`config.mk`:
```
export PLATFORM = sky130hd
export DESIGN_NAME = hbs_average
export DESIGN_NICKNAME = d
export VERILOG_FILES = /design/src/hdl/hbs_average.sv
export SDC_FILE = /design/constraint.sdc
export NUM_CORES = 1
export LEC_CHECK = 0
export ABC_CLOCK_PERIOD_IN_PS = 7820
export BUFFER_PORTS_ARGS = -buffer_cell sky130_fd_sc_hd__buf_4
export CAP_MARGIN = 0
export CORE_MARGIN = 2
export CORE_UTILIZATION = 65
export DETAILED_ROUTE_END_ITERATION = 6
export GPL_TIMING_DRIVEN = 0
export PLACE_DENSITY = 0.85
export SYNTH_ARGS = -nofsm -noshare
export SYNTH_HDL_FRONTEND = slang
export SYNTH_SLANG_ARGS = --single-unit
```
`constraint.sdc`:
```
create_clock -name clk -period 7.82 [get_ports clk]
set_input_delay 1.564 -clock clk [delete_from_list [all_inputs] [get_ports clk]]
set_output_delay 1.564 -clock clk [all_outputs]
set_load 0.02 [all_outputs]
```
`src/hdl/hbs_average.sv`:
```
// rounded mean of five smoothed taps or one plain tap, with output register
module hbs_average
(
    input  logic        clk,
    input  logic        rst_n,
    input  logic        res_valid,
    output logic        res_ready,
    input  logic [16:0] res_height,
    input  logic        res_last,
    input  logic        res_smooth,
    output logic        out_valid,
    input  logic        out_ready,
    output logic [16:0] out_height
);
    logic [19:0] sum_reg, sum_next, tot;
    logic [1:0]  dv_reg;
    logic [19:0] div_in_reg;
    logic        div_sm_reg;
    logic [16:0] div_pass_reg;
    logic [16:0] out_reg;
    logic [39:0] prod;
    logic [19:0] q;
    logic        adv;

    assign adv = !dv_reg[1] || out_ready;
    assign res_ready = adv;
    assign out_valid = dv_reg[1];
    assign out_height = out_reg;
    assign tot = sum_reg + 20'(res_height);
    assign sum_next = (res_valid && res_last) ? '0 : (res_valid ? tot : sum_reg);

    // (sum + 2) / 5 by reciprocal multiply, exact for sums below 2^20
    always_comb
    begin
        prod = 40'(div_in_reg + 20'd2) * 40'd838861;
        q = 20'(prod[39:22]);
    end

    always_ff @(posedge clk or negedge rst_n)
    begin
        if (!rst_n)
        begin
            dv_reg <= '0;
            sum_reg <= '0;
        end
        else if (adv)
        begin
            dv_reg <= {dv_reg[0], res_valid && res_last};
            sum_reg <= sum_next;
        end
    end

    always_ff @(posedge clk)
    begin
        if (adv)
        begin
            div_in_reg <= tot;
            div_sm_reg <= res_smooth;
            div_pass_reg <= res_height;
            out_reg <= div_sm_reg ? q[16:0] : div_pass_reg;
        end
    end
endmodule

```
==> results.tsv <==
stage	metric	value	unit
global_routing	grt_pass1_vias	8364	
synth	synth-compound-area-share	10.43	%
timing	finalHoldViolations	0	
timing	finalCritPeriodShare	97.96	%
synth	synth_seq_cells	77	
worst_setup_path	critPathKind	flip-flop to flip-flop	
clock_network	cts-root-buf	clkbuf_16	
route	vias_per_cell	5.911	
clock_network	cts_tree	yes	
synth	async_reset_ff_share	28.57	%
synth	synth_largest_area_cell	fa_1	
synth	synth_xor_area_share	6.542	%
clock_network	h-tree-depth	3	
final_layout	post-route-util	71.87	%
global_routing	grt_pass1_wl	41720	um
hold_path	min_path_type	flip-flop to flip-flop	
final_layout	nets	1493	
timing	fin_skew	7.886	ps
synth	postSynthAreaPerCell	10.53	um2
worst_setup_path	start_kind	flip-flop	
timing	fin_crit	7661	ps
synth	yosysUniqueCellTypes	60	
placement	detailed_place_hpwl	22030	um
worst_setup_path	endpoint_kind	flip-flop	
timing	slew_violations	0	
route	routed_wl	26260	um
timing	worstMarginPinSlew	934.2	ps
route	vias	7991	
final_layout	diodes	0	
synth	synthMuxAreaShare	1.204	%
final_layout	instances_no_fill	1352	
synth	yosys.area_share.simple	6.698	%
timing	max_freq	130.5	MHz
placement	dpl_worst_slack	-394.7	ps
die	die-area	0.01834	mm2
outcome	status	completed	
die	boundaryPins	42	
die	coreArea	0.01712	mm2
synth	synth_top_family_by_area	adder cells	
flow_run	drv_cap	0	
clock_network	clock-sinks	77	
synth	synthCells	1066	
worst_setup_path	crit_top_cell	fa_1	
global_routing	grt.overflow.total	0	
synth	synth.area.top_cells	fa_1, ha_1, edfxtp_1	
synth	synthAdderAreaFrac	47.88	%
global_routing	grt_usage	29.92	%
die	placementRows	48	
route	ant_nets	0	
worst_setup_path	cp.required	7910	ps
timing	relSlewSlack	36.11	%
route	avgRoutedWirePerCell	19.43	um
synth	seq_area_frac_synth	19.61	%
synth	ys.flop_type	edfxtp_1	
timing	final.setup.worst_slack	159.3	ps
die	die_x	135.4	um
global_routing	antenna_found_initial	0	
final_layout	area_delta_synth_final	9.573	%
route	drtPass1Iterations	6	
placement	dp.cells	1332	
synth	synth-edff-count	55	
route	route.detailed.drc	0	
synth	syn-num-nets	1437	
die	chipHeight	135.4	um
worst_setup_path	crit_arrival	7750	ps
synth	ys_warn_count	0	
synth	yosys.area.top_type_share	24.25	%
timing	finalSetupViolations	0	
placement	port_buffers	40	
route	initialDrtViolationCount	598	
final_layout	drive_gt1_share	9.494	%
clock_network	cts_buffer_depth	2	
global_routing	grt_max_degree	40	
die	start_util	65.59	%
clock_network	clk_pin_slew	60	ps
clock_network	clock_latency	330	ps
synth	yosys-top-cells-count	inv_1, ha_1, fa_1	
worst_setup_path	slowest_stage	fa_1	
final_layout	fill_cells	1207	
worst_setup_path	crit_fanout	6	
placement	place_congestion	1.025	
worst_setup_path	max_stage_delay	570	ps
synth	synth_area	0.01123	mm2
clock_network	cts_made_buffers	9	
synth	synth.most_common_cell	inv_1	
-- critical path: cells and delay by family, from the launching register on --
kind,cells,cell delay (ps)
fa+ha+maj,8,3520
simple gates,7,1020
buf+inv,6,530
mux,1,270
flops,1,450
compound gates,4,1150
xor+xnor,2,480
-- kinds of logic (layout without fill, tap and decap cells) --
| kind of cell | after synthesis | in the layout |
|---|---|---|
| buffers and inverters | 228 | 289 |
| xor gates and xnor gates | 83 | 83 |
| DFF | 77 | 77 |
| muxes | 12 | 12 |
| adders and majority gates | 348 | 348 |
| and+or+nand+nor | 156 | 156 |
| AOI/OAI and AO/OA | 162 | 162 |
-- routing by layer --
layer	up-vias	global-route usage, %	share of wire, %
met4	0	9.722	2.6
met1	3947	39.00	41
met2	287	51.80	51
li1	3702	-	-
met5	-	0	0
met3	55	4.340	5.7
-- placed cells by master, fill, tap and decap left out, drive strengths merged, types with 12 or more instances in the layout --
master and instances:
inv 216, ha 212, fa 136, edfxtp 55
xnor2 51, buf 48, nor2 41, nand2 40
a21oi 40, xor2 32, a21o 25, o21ai 25
dfrtp 22, nand3 21, clkbuf 20, a22o 14
o21a 14, and3 13, mux2 12
-- per-stage QoR --
step | cell area [um2] | TNS [ps] | hold slack [ps]
after floorplan | 11230 | 0 | 411.4
after global placement | 11810 | -1835 | 428.2
after detailed placement | 11830 | -3313 | 452.3
after CTS | 12130 | -50.67 | 457.8
after global routing | 12300 | -109.5 | 481.1
final | 12300 | 0 | 449.8
-- worst paths after layout --
kind | end | slack [ps] | cells after the start | start
max in group asynchronous | sum_reg[0] | 6460 | 1 | rst_n
max reg2reg | out_height[12] | 160 | 28 | div_in_reg[3]
min reg2reg | dv_reg[1] | 450 | 2 | dv_reg[0]
max | out_height[12] | 160 | 28 | div_in_reg[3]
min in group asynchronous | sum_reg[13] | 1120 | 1 | rst_n
min | dv_reg[1] | 450 | 2 | dv_reg[0]
-- layout make-up --
class	instances	area [um2]	area share (%)
clock buffer	10	229.0	1.861
clock inverter	6	38.79	0.3153
inverter	215	807.0	6.560
buffer	12	47.55	0.3865
timing repair buffer	46	357.8	2.909
sequential	77	2202	17.90
multi-input combinational	761	8338	67.78
tap	225	281.5	2.288
-- timing repair --
| item | CTS | global route |
|---|---|---|
| setup endpoints to repair | 16 | 17 |
| buffers inserted | 0 | 5 |
| gates resized for setup | 5 | 22 |
| pin swaps | 0 | 3 |
| hold buffers | 0 | 0 |
Power is left out: the tool's default activity adds up to more than one toggle a clock period on the data nets, which glitch-free logic cannot reach.
