[config.mk]
export PLATFORM = sky130hd
export DESIGN_NAME = hbs_tap_gen
export DESIGN_NICKNAME = d
export VERILOG_FILES = /design/src/hdl/hbs_pkg.sv /design/src/hdl/hbs_tap_gen.sv
export SDC_FILE = /design/constraint.sdc
export NUM_CORES = 1
export LEC_CHECK = 0
export BUFFER_PORTS_ARGS = -buffer_cell sky130_fd_sc_hd__buf_4
export CAP_MARGIN = 20
export CORE_ASPECT_RATIO = 1.5
export CORE_MARGIN = 2
export CORE_UTILIZATION = 50
export DETAILED_ROUTE_END_ITERATION = 10
export PLACE_DENSITY = 0.77
export SETUP_SLACK_MARGIN = 0.4
export SYNTH_ARGS = -nofsm -noshare
export SYNTH_HDL_FRONTEND = slang
export SYNTH_SLANG_ARGS = --single-unit
export TNS_END_PERCENT = 5
[constraint.sdc]
create_clock -name clk -period 16.2 [get_ports clk]
set_input_delay 3.24 -clock clk [delete_from_list [all_inputs] [get_ports clk]]
set_output_delay 3.24 -clock clk [all_outputs]
set_load 0.005 [all_outputs]
[src/hdl/hbs_pkg.sv]
// shared types, constants and helpers of the heightmap sampler
package hbs_pkg;

    localparam int STORE_DEPTH = 65536;
    localparam int ADDR_W = $clog2(STORE_DEPTH);
    localparam int CFG_IDX_W = 3;
    localparam int CFG_DATA_W = 17;

    localparam logic [CFG_IDX_W-1:0] REG_MAP_WIDTH  = 3'd0;
    localparam logic [CFG_IDX_W-1:0] REG_MAP_HEIGHT = 3'd1;
    localparam logic [CFG_IDX_W-1:0] REG_CHANNELS   = 3'd2;
    localparam logic [CFG_IDX_W-1:0] REG_ORIENT     = 3'd3;
    localparam logic [CFG_IDX_W-1:0] REG_U_OFFSET   = 3'd4;
    localparam logic [CFG_IDX_W-1:0] REG_SMOOTH_EN  = 3'd5;
    localparam logic [CFG_IDX_W-1:0] REG_STEP_U     = 3'd6;
    localparam logic [CFG_IDX_W-1:0] REG_STEP_V     = 3'd7;

    localparam logic [15:0] LUMA_R = 16'd13933;
    localparam logic [15:0] LUMA_G = 16'd46871;
    localparam logic [15:0] LUMA_B = 16'd4732;
    localparam logic [16:0] ONE_Q16 = 17'd65536;
    localparam logic [16:0] HALF_Q16 = 17'd32768;

    typedef struct packed {
        logic [16:0] map_width;
        logic [16:0] map_height;
        logic [2:0]  channel_count;
        logic [2:0]  orientation_flags;
        logic [15:0] u_offset;
        logic        smoothing_enable;
        logic [15:0] smooth_step_u;
        logic [15:0] smooth_step_v;
    } cfg_t;

    typedef struct packed {
        logic        mode;
        logic [15:0] texel_index;
        logic [7:0]  red;
        logic [7:0]  green;
        logic [7:0]  blue;
        logic signed [19:0] u_coord;
        logic signed [19:0] v_coord;
    } in_beat_t;

    // one bilinear tap request handed to the sampling pipeline
    typedef struct packed {
        logic        last;
        logic        empty;
        logic        smooth;
        logic [15:0] u;
        logic [16:0] v;
    } tap_t;

    function automatic logic [16:0] clamp_v(input logic signed [21:0] v);
        logic [16:0] r;
        if (v < 0)
            r = '0;
        else if (v > $signed({5'd0, ONE_Q16}))
            r = ONE_Q16;
        else
            r = v[16:0];
        return r;
    endfunction

    function automatic logic [15:0] texel_h(input logic [23:0] t, input logic gray);
        logic [25:0] ws;
        logic [33:0] sc;
        logic [15:0] r;
        ws = 26'(t[23:16]) * 26'(LUMA_R) + 26'(t[15:8]) * 26'(LUMA_G)
           + 26'(t[7:0]) * 26'(LUMA_B);
        sc = 34'(ws) * 34'd257 + 34'd32768;
        if (gray)
            r = 16'(t[23:16] * 16'd257);
        else
            r = sc[31:16];
        return r;
    endfunction

endpackage

[src/hdl/hbs_tap_gen.sv]
// coordinate transform and generation of one or five bilinear taps per sample
module hbs_tap_gen
(
    input  logic              clk,
    input  logic              rst_n,
    input  hbs_pkg::cfg_t     cfg,
    input  logic              in_valid,
    output logic              in_ready,
    input  hbs_pkg::in_beat_t in_data,
    output logic              tap_valid,
    input  logic              tap_ready,
    output hbs_pkg::tap_t     tap
);
    logic        busy_reg, busy_next;
    logic [2:0]  cnt_reg, cnt_next;
    logic [15:0] u_reg;
    logic signed [21:0] v_reg;
    logic        smooth_reg, empty_reg;
    logic signed [21:0] us, vs, ut, vt;
    logic [15:0] uw, tu;
    logic signed [21:0] tv;

    always_comb
    begin
        us = 22'(in_data.u_coord);
        vs = 22'(in_data.v_coord);
        ut = cfg.orientation_flags[0] ? vs : us;
        vt = cfg.orientation_flags[0] ? us : vs;
        if (cfg.orientation_flags[1])
            ut = 22'sd65536 - ut;
        if (cfg.orientation_flags[2])
            vt = 22'sd65536 - vt;
        uw = 16'(ut) + cfg.u_offset;
    end

    assign in_ready = tap_ready && (!busy_reg || tap.last);

    always_comb
    begin
        tu = u_reg;
        tv = v_reg;
        case (cnt_reg)
            3'd1: tu = u_reg - cfg.smooth_step_u;
            3'd2: tu = u_reg + cfg.smooth_step_u;
            3'd3: tv = v_reg - $signed({6'd0, cfg.smooth_step_v});
            3'd4: tv = v_reg + $signed({6'd0, cfg.smooth_step_v});
            default: ;
        endcase
    end

    assign tap_valid = busy_reg;
    assign tap.u = tu;
    assign tap.v = hbs_pkg::clamp_v(tv);
    assign tap.empty = empty_reg;
    assign tap.smooth = smooth_reg && !empty_reg;
    assign tap.last = !smooth_reg || empty_reg || cnt_reg == 3'd4;

    always_comb
    begin
        busy_next = busy_reg;
        cnt_next = cnt_reg;
        if (busy_reg && tap_ready)
        begin
            if (tap.last)
                busy_next = 1'b0;
            else
                cnt_next = cnt_reg + 3'd1;
        end
        if (in_valid && in_ready && in_data.mode)
        begin
            busy_next = 1'b1;
            cnt_next = '0;
        end
    end

    always_ff @(posedge clk or negedge rst_n)
    begin
        if (!rst_n)
        begin
            busy_reg <= 1'b0;
            cnt_reg <= '0;
        end
        else
        begin
            busy_reg <= busy_next;
            cnt_reg <= cnt_next;
        end
    end

    always_ff @(posedge clk)
    begin
        if (in_valid && in_ready && in_data.mode)
        begin
            u_reg <= uw;
            v_reg <= vt;
            smooth_reg <= cfg.smoothing_enable;
            empty_reg <= cfg.map_width == '0 || cfg.map_height == '0;
        end
    end
endmodule

==> impl_metrics.json <==
{
  "status": "completed",
  "postCtsHoldBufs": 0,
  "largest_reg_flops": 22,
  "instances_no_fill": 1124,
  "cts-resized-gates": 0,
  "wirelength_mm": 18.0,
  "clockRootBuffer": "clkbuf_16",
  "grtUsageTotal_pct": 24.0,
  "postSynthAreaPerCell_um2": 8.19,
  "reg2reg_depth": 8,
  "htreeDepth": 2,
  "grt_max_degree": 81,
  "worstPathArrival_ns": 7.88,
  "nets": 1201,
  "ir_worst_vdd_uv": 64.8,
  "cts_buffer_depth": 2,
  "clk_pin_slew_worst_paths_ns": 0.06,
  "synthToLayoutAreaGrowth_pct": 22.3,
  "fin_skew_ns": 0.0103,
  "multi_input_area_um2": 5130,
  "insertion_delay_ns": 0.29,
  "drtIter0Drc": 243,
  "setup_viol": 0,
  "fillers": 1219,
  "worst_setup_path_end_kind": "primary output",
  "crit_type": "primary input to primary output",
  "die_w_um": 98.4,
  "register_area_um2": 1300,
  "crit_chain": "buf_4, nor4_1, and3_1, a21oi_1, xor2_1, ha_1, a21oi_1, o21ai_0, o31ai_1, a211oi_1, o22ai_1, xnor2_1, o41ai_4, nand3b_4, a2111oi_2, buf_4",
  "hold_viol": 0,
  "hp-class": "register to register",
  "syn_inst": 817,
  "slew_violations": 0,
  "coreArea_um2": 13000,
  "yosysUniqueCellTypes": 72,
  "finalSetupTns_ns": 0,
  "cts_setup_buffers": 0,
  "synth_nets": 1054,
  "cp.depth": 16,
  "yosysSeqAreaShare_pct": 19.5,
  "yosysMostFrequentCell": "nand2_1",
  "min_period_over_period_pct": 68.6,
  "io_buffer_count": 168,
  "diodes": 0,
  "yosys-top-cells-area": "edfxtp_1 (18%), ha_1 (11%), xnor2_1 (7.2%), mux2i_1 (6.6%), xor2_1 (5.9%)",
  "setup_slack_ns": 5.08,
  "netlist_area_um2": 6690,
  "synth.top_cell.area_share_pct": 18.0,
  "antenna_found_initial": 0,
  "relSlewSlack_pct": 37.0,
  "cts_buffers": 5,
  "dp.cells": 1115,
  "synth-edff-count": 40,
  "slowest_delay_ns": 0.74,
  "pwr_density_cell_nw_per_um2": 62.1,
  "ys.flop_type": "edfxtp_1",
  "fin_crit_ns": 11.12,
  "rsz0062_at_grt": "no",
  "start_util_pct": 51.4,
  "dp_slack_ns": 5.14,
  "busiest_layer": "met2",
  "hold_ws_ns": 0.554,
  "hold_depth": 1,
  "die_area_um2": 14300,
  "critPathRequiredTime_ns": 12.96,
  "grt_pass1_wl_mm": 28.8,
  "netlist_top_cells_count": "nand2_1 (72), ha_1 (60), o21ai_0 (60)",
  "cts.sinks": 44,
  "cp_max_fo": 15,
  "gp_congestion": 0.870,
  "worst_pin_slew_ns": 0.942,
  "overflow": 0,
  "met2_usage_pct": 46.4,
  "cts_tree": "done",
  "async_flop_share_pct": 9.09,
  "synth-seq-cells": 44,
  "firstDrtPassIters": 5,
  "vias": 6540,
  "met3_usage_pct": 2.83,
  "cp_top_family": "compound AO/OA/AOI/OAI gates",
  "yosysTopAreaCell": "edfxtp_1",
  "cellLeakagePower_nw": 3.51,
  "crit_slowest_cell": "nor4_1",
  "die_h_um": 146,
  "drc": 0,
  "critPathBufInv": 2,
  "grt_use_met1_pct": 26.4,
  "critPathLaunchType": "primary input",
  "drtAntennaViolNets": 0,
  "num_rows": 51,
  "yosys_warnings": 0,
  "totalPowerFinal_w": 0.000508,
  "drive_above_1_share_pct": 22.6,
  "first_global_vias": 6464,
  "clock.fmax_ghz": 0.0900,
  "ios": 212,
  "dp_hpwl_mm": 15.2,
  "routedWlPerCell_um": 16.0,
  "drv_cap": 0,
  "vias_per_cell": 5.82
}
==> cell families (layout without fill, tap and decap cells) <==
group	count (synthesis)	count (layout)	share of synthesized area (%)
flip-flops	44	44	19.5
buffers and inverters	63	211	3.98
AO/OA/AOI/OAI	219	219	21.5
multiplexers	52	52	8.10
AND/OR/NAND/NOR	276	276	21.8
XOR/XNOR	100	100	13.1
adder cells (fa/ha/maj)	63	63	12.1
==> worst paths after layout <==
path                            slack [ns]                      to              startpoint
worst min register to register        0.55   tap_valid$_DFFE_PN0P_   tap_valid$_DFFE_PN0P_
max in group asynchronous            13.36  cnt_reg[1]$_DFFE_PN0P_                   rst_n
worst min-delay path                  0.55   tap_valid$_DFFE_PN0P_   tap_valid$_DFFE_PN0P_
min in group asynchronous             2.74   tap_valid$_DFFE_PN0P_                   rst_n
worst max-delay path                  5.08                  tap[1]                  cfg[8]
worst max register to register       13.50     empty_reg$_DFFE_PP_  cnt_reg[0]$_DFFE_PN0P_
==> worst reg2reg max path, stage by stage (launching register included) <==
cell	delay [ns]
dfrtp_1	0.40
inv_1	0.12
ha_1	0.21
nand2_1	0.28
and2_1	0.29
nand2_1	0.07
nand2_1	0.06
inv_1	0.06
and3_2	0.81
==> per-stage QoR <==
stage	utilization (%)	cell area [um2]
after floorplan	-	6690
after global placement	61.6	8020
after detailed placement	61.6	8020
after CTS	62.8	8170
after global routing	62.9	8190
final	62.9	8190
==> power by group <==
group	switching, W	leakage, nW	total (W)	internal [W]
clock network	0.0000399	0.0701	0.000101	0.0000613
logic	0.000140	3.02	0.000266	0.000126
registers	0.00000460	0.421	0.000141	0.000136
total	0.000185	3.51	0.000508	0.000324
==> final cells by class <==
| class | instances | share of cell area (%) |
|---|---|---|
| clock buffer | 7 | 1.74 |
| tap | 159 | 2.43 |
| timing repair buffer | 170 | 15.7 |
| multi-input combinational | 710 | 62.6 |
| inverter | 33 | 1.51 |
| sequential | 44 | 15.9 |
| clock inverter | 1 | 0.0917 |
==> cell usage in the layout, fill, tap and decap left out, types with 15 or more instances in the layout <==
cell	n
xor2_1	45
nor2_1	55
buf_4	169
xnor2_1	55
mux2i_1	44
ha_1	60
inv_1	33
nor3_1	38
edfxtp_1	40
nor4_1	15
a21oi_1	54
o21ai_0	60
nand2_1	72
==> routing by layer <==
layer,wire [um],share of wire (%)
met5,0,0
met4,544,3.0
met3,832,4.6
met2,9600,53
met1,7000,39
(Power assumes the default switching activity.)
